==> src/rtl/masg_pkg.sv <==
// Package with shared constants, types and helpers for the multi-axis step generator.
package masg_pkg;

  localparam int unsigned NumAxes        = 4;
  localparam int unsigned DefPosWidth    = 32;
  localparam int unsigned DefFracBits    = 8;
  localparam int unsigned IvlWidth       = 32;
  localparam int unsigned PeriodWidth    = 24;
  localparam int unsigned ModeWidth      = 2;
  localparam int unsigned InDataWidth    = 224;
  localparam int unsigned OutDataWidth   = 40;

  localparam logic [ModeWidth-1:0] AccelConst = 2'd0;
  localparam logic [ModeWidth-1:0] AccelCount = 2'd1;
  localparam logic [ModeWidth-1:0] AccelRamp  = 2'd2;

  localparam logic [1:0] PhaseUp   = 2'd0;
  localparam logic [1:0] PhaseMax  = 2'd1;
  localparam logic [1:0] PhaseDown = 2'd2;

  localparam logic ItemLoad = 1'b0;
  localparam logic ItemTick = 1'b1;

  // Request and reply between the sequencer and the shared divider.
  typedef struct packed {
    logic        start;
    logic [31:0] dividend;
    logic [31:0] divisor;
  } div_req_t;

  typedef struct packed {
    logic        busy;
    logic        done;
    logic [31:0] quotient;
  } div_rsp_t;

endpackage

==> src/rtl/masg_divider.sv <==
// Shared signed 32-bit restoring divider, one quotient bit per cycle.
module masg_divider (
  input  logic              clk_i,
  input  logic              rst_ni,
  input  masg_pkg::div_req_t req_i,
  output masg_pkg::div_rsp_t rsp_o
);
  import masg_pkg::*;

  logic [31:0] rem_q, rem_d, quo_q, quo_d, dvs_q, dvs_d;
  logic        neg_q, neg_d, busy_q, busy_d, done_q, done_d;
  logic [5:0]  cnt_q, cnt_d;
  logic [32:0] trial;
  logic [31:0] shifted;

  assign shifted = {rem_q[30:0], quo_q[31]};
  assign trial   = {1'b0, shifted} - {1'b0, dvs_q};

  // One restoring step per cycle on magnitudes; sign fixed at the end.
  always_comb begin
    rem_d  = rem_q;
    quo_d  = quo_q;
    dvs_d  = dvs_q;
    neg_d  = neg_q;
    busy_d = busy_q;
    done_d = 1'b0;
    cnt_d  = cnt_q;
    if (req_i.start) begin
      rem_d  = '0;
      quo_d  = req_i.dividend[31] ? (32'd0 - req_i.dividend) : req_i.dividend;
      dvs_d  = req_i.divisor[31] ? (32'd0 - req_i.divisor) : req_i.divisor;
      neg_d  = req_i.dividend[31] ^ req_i.divisor[31];
      busy_d = 1'b1;
      cnt_d  = 6'd32;
    end else if (busy_q) begin
      if (!trial[32]) begin
        rem_d = trial[31:0];
        quo_d = {quo_q[30:0], 1'b1};
      end else begin
        rem_d = shifted;
        quo_d = {quo_q[30:0], 1'b0};
      end
      cnt_d = cnt_q - 6'd1;
      if (cnt_q == 6'd1) begin
        busy_d = 1'b0;
        done_d = 1'b1;
      end
    end
  end

  always_ff @(posedge clk_i or negedge rst_ni) begin
    if (!rst_ni) begin
      busy_q <= 1'b0;
      done_q <= 1'b0;
      cnt_q  <= '0;
    end else begin
      busy_q <= busy_d;
      done_q <= done_d;
      cnt_q  <= cnt_d;
    end
  end

  always_ff @(posedge clk_i) begin
    rem_q <= rem_d;
    quo_q <= quo_d;
    dvs_q <= dvs_d;
    neg_q <= neg_d;
  end

  assign rsp_o.busy     = busy_q;
  assign rsp_o.done     = done_q;
  assign rsp_o.quotient = neg_q ? (32'd0 - quo_q) : quo_q;

endmodule

==> src/rtl/multi_axis_step_generator.sv <==
// Top level of the multi-axis step generator: DDA axes, speed ramp and sequencer.
// A load passes the Delta, Load and Out states before its result is registered; a tick
// passes Axes, Accel and Out, with Div between Accel and Out when the interval update
// needs a division by the shared one-bit-per-cycle divider.
// One item is in work at a time; the output register frees the input side as
// soon as the result is taken. Reset (rst_ni low, asynchronous) clears all state but the divider's data registers.
module multi_axis_step_generator #(
  parameter int unsigned PosWidth = masg_pkg::DefPosWidth,
  parameter int unsigned FracBits = masg_pkg::DefFracBits
) (
  input  logic        clk_i,
  input  logic        rst_ni,
  input  logic        cfg_we_i,
  input  logic [1:0]  cfg_wdata_i,
  input  logic        s_axis_tvalid,
  output logic        s_axis_tready,
  // tdata: target_x, target_y, target_z, target_e, start_interval,
  // end_interval, start_count (from bit 0 up)
  input  logic [223:0] s_axis_tdata,
  input  logic        s_axis_tuser,   // item kind: 0 load, 1 tick
  output logic        m_axis_tvalid,
  input  logic        m_axis_tready,
  // tdata: step_bits, dir_bits, timer_period, move_done (from bit 0 up), zero fill
  output logic [39:0] m_axis_tdata
);
  import masg_pkg::*;

  typedef enum logic [6:0] {
    StIdle  = 7'b0000001,
    StDelta = 7'b0000010,
    StLoad  = 7'b0000100,
    StAxes  = 7'b0001000,
    StAccel = 7'b0010000,
    StDiv   = 7'b0100000,
    StOut   = 7'b1000000
  } state_e;

  state_e state_q, state_d;

  logic [1:0]          amode_q;
  logic [PosWidth-1:0] pos_q [NumAxes];
  logic [PosWidth-1:0] endp_q [NumAxes];
  logic [PosWidth-1:0] dlt_q [NumAxes];
  logic [PosWidth+1:0] err_q [NumAxes];
  logic [PosWidth-1:0] tot_q;
  logic [3:0]          dir_q, steps_q;
  logic [31:0]         ivl_q, lim_q, cnt_q, sidx_q, rlen_q;
  logic [1:0]          phase_q;
  logic                acc_q, act_q, kind_q;
  logic [223:0]        item_q;
  logic                ovalid_q;
  logic [39:0]         odata_q;

  div_req_t dreq;
  div_rsp_t drsp;

  masg_divider u_div (
    .clk_i (clk_i),
    .rst_ni(rst_ni),
    .req_i (dreq),
    .rsp_o (drsp)
  );

  // Target fields of the held item, low PosWidth bits.
  logic [PosWidth-1:0] tgt [NumAxes];
  always_comb begin
    for (int i = 0; i < NumAxes; i++) begin
      tgt[i] = item_q[32*i +: PosWidth];
    end
  end

  // Combinational helpers for the load path.
  logic [PosWidth:0]   dsub [NumAxes];
  logic [PosWidth-1:0] dabs [NumAxes];
  logic [PosWidth-1:0] pos_l [NumAxes];
  logic [PosWidth-1:0] tmax;
  always_comb begin
    tmax = dlt_q[0];
    for (int i = 0; i < NumAxes; i++) begin
      pos_l[i] = (i == NumAxes - 1) ? '0 : pos_q[i];
      dsub[i]  = {tgt[i][PosWidth-1], tgt[i]} - {pos_l[i][PosWidth-1], pos_l[i]};
      dabs[i]  = dsub[i][PosWidth] ? PosWidth'(({(PosWidth+1){1'b0}} - dsub[i]))
                                   : dsub[i][PosWidth-1:0];
      if (dlt_q[i] > tmax) tmax = dlt_q[i];
    end
  end

  // Tick-path helpers.
  logic [PosWidth+1:0] err_sub [NumAxes];
  logic [3:0]          step_vec;
  always_comb begin
    for (int i = 0; i < NumAxes; i++) begin
      err_sub[i]  = err_q[i] - {2'b0, dlt_q[i]};
      step_vec[i] = act_q && (pos_q[i] != endp_q[i]) && err_sub[i][PosWidth+1];
    end
  end

  logic [31:0] cnt_ramp, div_num, div_den;
  logic        rst_phase_down, need_div;
  always_comb begin
    rst_phase_down = (phase_q != PhaseDown) && (sidx_q >= rlen_q);
    cnt_ramp = (rst_phase_down ? (32'hFFFF_FFFE - cnt_q) : cnt_q) + 32'd4;
    div_num  = {ivl_q[30:0], 1'b0};
    div_den  = (amode_q == AccelRamp) ? cnt_ramp : cnt_q;
  end

  logic [31:0] new_ivl;
  assign new_ivl = ivl_q - drsp.quotient;

  // Done flag of the result and the end of a move on a tick without steps.
  logic out_done, out_finish;
  assign out_finish = (kind_q == ItemTick) && act_q && (steps_q == '0);
  assign out_done   = (kind_q == ItemLoad) ? !act_q : (!act_q || steps_q == '0);

  always_comb begin
    need_div = 1'b0;
    dreq.start    = 1'b0;
    dreq.dividend = div_num;
    dreq.divisor  = div_den;
    if (state_q == StAccel && act_q && kind_q == ItemTick) begin
      if (amode_q == AccelCount) begin
        need_div = acc_q && ((!cnt_q[31] && cnt_q != 0 && ivl_q > lim_q) ||
                             (cnt_q[31] && ivl_q < lim_q));
      end else if (amode_q == AccelRamp) begin
        need_div = (phase_q != PhaseMax) || rst_phase_down;
      end
    end
    dreq.start = need_div && (div_den != 0);
  end

  assign s_axis_tready = (state_q == StIdle) && !ovalid_q;

  always_comb begin
    state_d = state_q;
    case (state_q)
      StIdle:  if (s_axis_tvalid && s_axis_tready)
                 state_d = s_axis_tuser ? StAxes : StDelta;
      StDelta: state_d = StLoad;
      StLoad:  state_d = StOut;
      StAxes:  state_d = StAccel;
      StAccel: state_d = dreq.start ? StDiv : StOut;
      StDiv:   if (drsp.done) state_d = StOut;
      StOut:   if (!ovalid_q) state_d = StIdle;
      default: state_d = StIdle;
    endcase
  end

  // Control and datapath registers, updated by the sequencer.
  always_ff @(posedge clk_i or negedge rst_ni) begin
    if (!rst_ni) begin
      state_q  <= StIdle;
      amode_q  <= AccelConst;
      for (int i = 0; i < NumAxes; i++) begin
        pos_q[i] <= '0; endp_q[i] <= '0; dlt_q[i] <= '0; err_q[i] <= '0;
      end
      tot_q <= '0; dir_q <= '0; steps_q <= '0;
      ivl_q <= '0; lim_q <= '0; cnt_q <= '0; sidx_q <= '0; rlen_q <= '0;
      phase_q <= PhaseUp; acc_q <= 1'b0; act_q <= 1'b0;
      kind_q <= ItemLoad; item_q <= '0;
      ovalid_q <= 1'b0; odata_q <= '0;
    end else begin
      state_q <= state_d;
      if (cfg_we_i) amode_q <= cfg_wdata_i;
      if (m_axis_tvalid && m_axis_tready) ovalid_q <= 1'b0;
      case (state_q)
        StIdle: begin
          if (s_axis_tvalid && s_axis_tready) begin
            item_q <= s_axis_tdata;
            kind_q <= s_axis_tuser;
          end
        end
        StDelta: begin
          pos_q[NumAxes-1] <= '0;
          for (int i = 0; i < NumAxes; i++) begin
            endp_q[i] <= tgt[i];
            dlt_q[i]  <= dabs[i];
            dir_q[i]  <= ~dsub[i][PosWidth];
          end
        end
        StLoad: begin
          tot_q <= tmax;
          for (int i = 0; i < NumAxes; i++)
            err_q[i] <= {(PosWidth+2){1'b0}} - {3'b0, tmax[PosWidth-1:1]};
          ivl_q  <= item_q[128 +: 32];
          lim_q  <= item_q[160 +: 32];
          acc_q  <= item_q[128 +: 32] != item_q[160 +: 32];
          cnt_q  <= (amode_q == AccelRamp) ? 32'd1 : item_q[192 +: 32];
          sidx_q <= '0;
          rlen_q <= 32'(tmax >> 1) + 32'(tmax[0]);
          phase_q <= PhaseUp;
          act_q  <= tmax != 0;
          steps_q <= '0;
        end
        StAxes: begin
          steps_q <= step_vec;
          if (act_q) begin
            for (int i = 0; i < NumAxes; i++) begin
              if (pos_q[i] != endp_q[i]) begin
                if (step_vec[i]) begin
                  pos_q[i]   <= dir_q[i] ? pos_q[i] + 1'b1 : pos_q[i] - 1'b1;
                  err_q[i]   <= err_sub[i] + {2'b0, tot_q};
                end else begin
                  err_q[i] <= err_sub[i];
                end
              end
            end
          end
        end
        StAccel: begin
          if (act_q) begin
            if (amode_q == AccelCount && acc_q) begin
              if (need_div) begin
                cnt_q <= cnt_q + 32'd4;
              end else if (ivl_q != lim_q) begin
                ivl_q <= lim_q;
              end
            end else if (amode_q == AccelRamp) begin
              if (need_div) cnt_q <= cnt_ramp;
              if (need_div && div_den == 0 && ivl_q <= lim_q) begin
                ivl_q   <= lim_q;
                phase_q <= PhaseMax;
                rlen_q  <= 32'(tot_q) - sidx_q;
              end else if (rst_phase_down) begin
                phase_q <= PhaseDown;
              end
              sidx_q <= sidx_q + 32'd1;
            end
          end
        end
        StDiv: begin
          if (drsp.done) begin
            if (amode_q == AccelRamp && new_ivl <= lim_q) begin
              ivl_q   <= lim_q;
              phase_q <= PhaseMax;
              rlen_q  <= 32'(tot_q) - (sidx_q - 32'd1);
            end else begin
              ivl_q <= new_ivl;
            end
          end
        end
        StOut: begin
          if (!ovalid_q) begin
            ovalid_q <= 1'b1;
            odata_q  <= {7'b0, out_done, PeriodWidth'(ivl_q >> FracBits), dir_q, steps_q};
            if (out_finish) begin
              act_q <= 1'b0;
              pos_q[NumAxes-1] <= '0;
            end
          end
        end
        default: ;
      endcase
    end
  end

  assign m_axis_tvalid = ovalid_q;
  assign m_axis_tdata  = odata_q;

endmodule

==> config.mk <==
export PLATFORM = sky130hd
export DESIGN_NAME = multi_axis_step_generator
export DESIGN_NICKNAME = d
export VERILOG_FILES = /design/src/rtl/masg_pkg.sv /design/src/rtl/masg_divider.sv /design/src/rtl/multi_axis_step_generator.sv
export SDC_FILE = /design/constraint.sdc
export NUM_CORES = 2
export LEC_CHECK = 0
export BUFFER_PORTS_ARGS = -buffer_cell sky130_fd_sc_hd__buf_2
export CAP_MARGIN = 20
export CORE_AREA = 2 2 450 452
export CTS_CLUSTER_DIAMETER = 30
export CTS_CLUSTER_SIZE = 10
export DETAILED_ROUTE_END_ITERATION = 6
export DIE_AREA = 0 0 452 454
export PLACE_DENSITY = 0.6
export SLEW_MARGIN = 20
export SYNTH_ARGS = -nofsm -noshare
export SYNTH_HDL_FRONTEND = slang
export SYNTH_SLANG_ARGS = --single-unit
==> constraint.sdc <==
create_clock -name clk_i -period 16 [get_ports clk_i]
set_input_delay 0 -clock clk_i [delete_from_list [all_inputs] [get_ports clk_i]]
set_output_delay 0 -clock clk_i [all_outputs]
set_load 0.01 [all_outputs]
==> flow_metrics.env <==
export IMPL_status="finished with violations"
export IMPL_violations="DRC"
export IMPL_synth_distinct_cells=106
export IMPL_dr_total_vias=84843
export IMPL_grt_pass1_vias=83692
export IMPL_clk_insertion_delay_late_ns=0.94
export IMPL_antenna_found_initial=25
export IMPL_area_delta_synth_final_pct=22.7
export IMPL_start_util=0.446
export IMPL_grt_util_met3=0.0482
export IMPL_pin_count=274
export IMPL_die_area_mm2=0.205
export IMPL_drt_pass1_iter_count=7
export IMPL_final_layout_size_suffix_gt1_frac=0.119
export IMPL_timing_fmax_ghz=0.0743
export IMPL_skew_ns=0.0856
export IMPL_finalMaxSlewViolations=0
export IMPL_synth_edf_count=65
export IMPL_numPortBuffers=266
export IMPL_crit_required_ns=16.79
export IMPL_wl_um=347000
export IMPL_ys_flop_type="dfrtp_1"
export IMPL_ctsResizeCount=0
export IMPL_crit_buf_inv=7
export IMPL_drv_cap=0
export IMPL_critPathLaunchType="flop"
export IMPL_period_share=0.841
export IMPL_yosys_warnings=0
export IMPL_max_slew_worst_pin_slew_ns=1.26
export IMPL_syn_area_mm2=0.0896
export IMPL_hp_class="in2async"
export IMPL_cp_max_fo=32
export IMPL_cts_setup_buffers=0
export IMPL_fp_row_count=165
export IMPL_slowest_delay_ns=0.70
export IMPL_fin_setup_tns_ns=0
export IMPL_ant_nets=0
export IMPL_drc=2
export IMPL_fillers=17970
export IMPL_postSynthAreaPerCell_um2=8.43
export IMPL_globalplace_congestion=0.975
export IMPL_use_met2=0.536
export IMPL_grt_overflow=0
export IMPL_fin_nets=12535
export IMPL_fp_dieH_um=454
export IMPL_clock_root_buffer="clkbuf_16"
export IMPL_critPathKind="reg2reg"
export IMPL_fp_dieW_um=452
export IMPL_core_mm2=0.201
export IMPL_tritoncts="done"
export IMPL_setup_viol=0
export IMPL_hold_viol=0
export IMPL_relSlewSlack=0.150
export IMPL_drt_vias_per_instance=5.89
export IMPL_end_kind="flop"
export IMPL_synth_largest_area_cell="dfrtp_1"
export IMPL_grt_pass1_wl_um=519000
export IMPL_synth_top_cells_by_area="dfrtp_1, ha_1, nand2_1, xor2_1, xnor2_1"
export IMPL_critical_path_top_delay_family="compound AO/OA/AOI/OAI gates"
export IMPL_grt_use_total=0.330
export IMPL_met1_usage=0.423
export IMPL_post_drt_wl_per_cell_um=24.1
export IMPL_clock_sinks=1095
export IMPL_fin_crit_ns=13.46
export IMPL_slowest_stage="o21ai_4"
export IMPL_grt_max_degree=246
export IMPL_cts_buffers=331
export IMPL_h_tree_depth=5
export IMPL_drt_iter0_drc=7305
export IMPL_seq_area_frac_synth=0.308
export IMPL_ys_seq_elements=1095
export IMPL_dpl_hpwl_um=258000
export IMPL_top_usage_layer="met2"
export IMPL_synth_cells=10631
export IMPL_rsz0062_at_grt="no"
export IMPL_async_flop_share=0.912
export IMPL_synth_top_area_share=0.279
export IMPL_clk_pin_slew_ns=0.05
export IMPL_clockBufferDepth=4
export IMPL_critPathArrivalTime_ns=14.26
-- synthesized netlist by cell type (267+ instances only) --
| cell | n |
|---|---|
| xor2_1 | 500 |
| nand2_1 | 1362 |
| nor3_1 | 267 |
| ha_1 | 804 |
| clkbuf_1 | 339 |
| mux2_2 | 307 |
| dfrtp_1 | 998 |
| inv_1 | 651 |
| xnor2_1 | 483 |
| a21oi_1 | 648 |
| o21ai_0 | 830 |
| nor2_1 | 732 |
-- final timing paths --
kind                                   startpoint               end  slack [ns]  cells after the start
worst max-delay path                   dlt_q[127]        rlen_q[26]        2.54                     47
worst min-delay path                       rst_ni         sidx_q[6]        0.32                      4
worst max register to register         dlt_q[127]        rlen_q[26]        2.54                     47
worst min register to register   m_axis_tdata[32]  m_axis_tdata[32]        0.47                      1
max in group asynchronous                  rst_ni          ivl_q[8]       12.41                      7
min in group clk_i              s_axis_tdata[123]       item_q[123]        0.37                      4
-- timing repair --
item / CTS / global route
endpoints found under the hold margin: 597 / 0
hold buffers: 478 / 0
setup endpoints to repair: 0 / 0
-- tightest hold or removal path, stage by stage --
cell and delay [ns]:
dlygate4sd3_1 0.52, dlygate4sd3_1 0.59, buf_8 0.20, buf_16 0.31
-- layout make-up --
type / instances / area [µm²] / area share
Tap cell: 2672 / 3340 / 0.0304
Multi-Input combinational cell: 8495 / 58100 / 0.529
Timing Repair Buffer: 876 / 7180 / 0.0653
Antenna cell: 20 / 50.0 / 0.000455
Clock inverter: 160 / 1860 / 0.0169
Sequential cell: 1095 / 27600 / 0.251
Clock buffer: 422 / 9330 / 0.0849
Inverter: 653 / 2460 / 0.0223
-- metal layers --
metal	vias to the layer above	part of all wire
met5	-	0.000072
met4	4	0.062
met3	910	0.058
met2	3085	0.46
met1	41153	0.42
li1	39691	-
-- cells in the final DEF (no fill, tap or decap), types with 46 or more instances in the layout --
cell,count
nor4_1,83
clkbuf_8,49
and2_1,50
o211ai_1,96
nor3_1,267
buf_4,127
a31oi_1,115
nand4_1,113
xor2_1,500
o31ai_1,116
nor2_1,724
nor2b_1,106
clkinv_2,63
ha_1,804
buf_2,266
nand2_1,1360
xnor2_1,483
fa_1,47
nand2b_1,123
dlygate4sd3_1,477
nand3_1,230
mux2_2,307
o21a_1,133
inv_1,651
o41ai_1,46
a21oi_1,647
edfxtp_1,65
dfrtp_1,997
mux2i_1,85
or3_1,99
a211oi_1,73
clkbuf_16,341
o21ai_0,828
a21o_1,198
o21bai_1,54
and3_1,98
-- per-stage QoR --
stage	utilization	setup WS [ns]	cells	cell area, µm²	hold slack, ns
detailed placement	0.467	2.97	13312	93900	0.0664
global route	0.547	1.95	14385	110000	0.381
floorplan	-	4.65	10637	89600	-0.296
finish	0.547	2.54	14393	110000	0.320
CTS	0.547	2.92	14372	110000	0.325
global placement	0.467	3.00	13312	93900	0.0616
-- registers in the layout, indices dropped and copies added, names as in the netlist, 33 cells and up --
| name | count |
|---|---|
| err_q | 136 |
| m_axis_tdata | 33 |
| dlt_q | 127 |
| pos_l | 96 |
| item_q | 224 |
| endp_q | 128 |
-- logic make-up (layout without fill, tap and decap cells) --
group / after synthesis / count (layout) / synth area share
mux: 402 / 402 / 0.0496
compound gates: 2802 / 2802 / 0.200
flops: 1095 / 1095 / 0.308
fa+ha+maj: 851 / 851 / 0.123
simple gates: 3449 / 3449 / 0.179
other cells: 1 / 27 / 0.0000419
xor+xnor: 984 / 984 / 0.0964
buf+inv: 1047 / 2111 / 0.0447
Power is left out: the tool's default activity adds up to more than one toggle a clock period on the data nets, which glitch-free logic cannot reach.
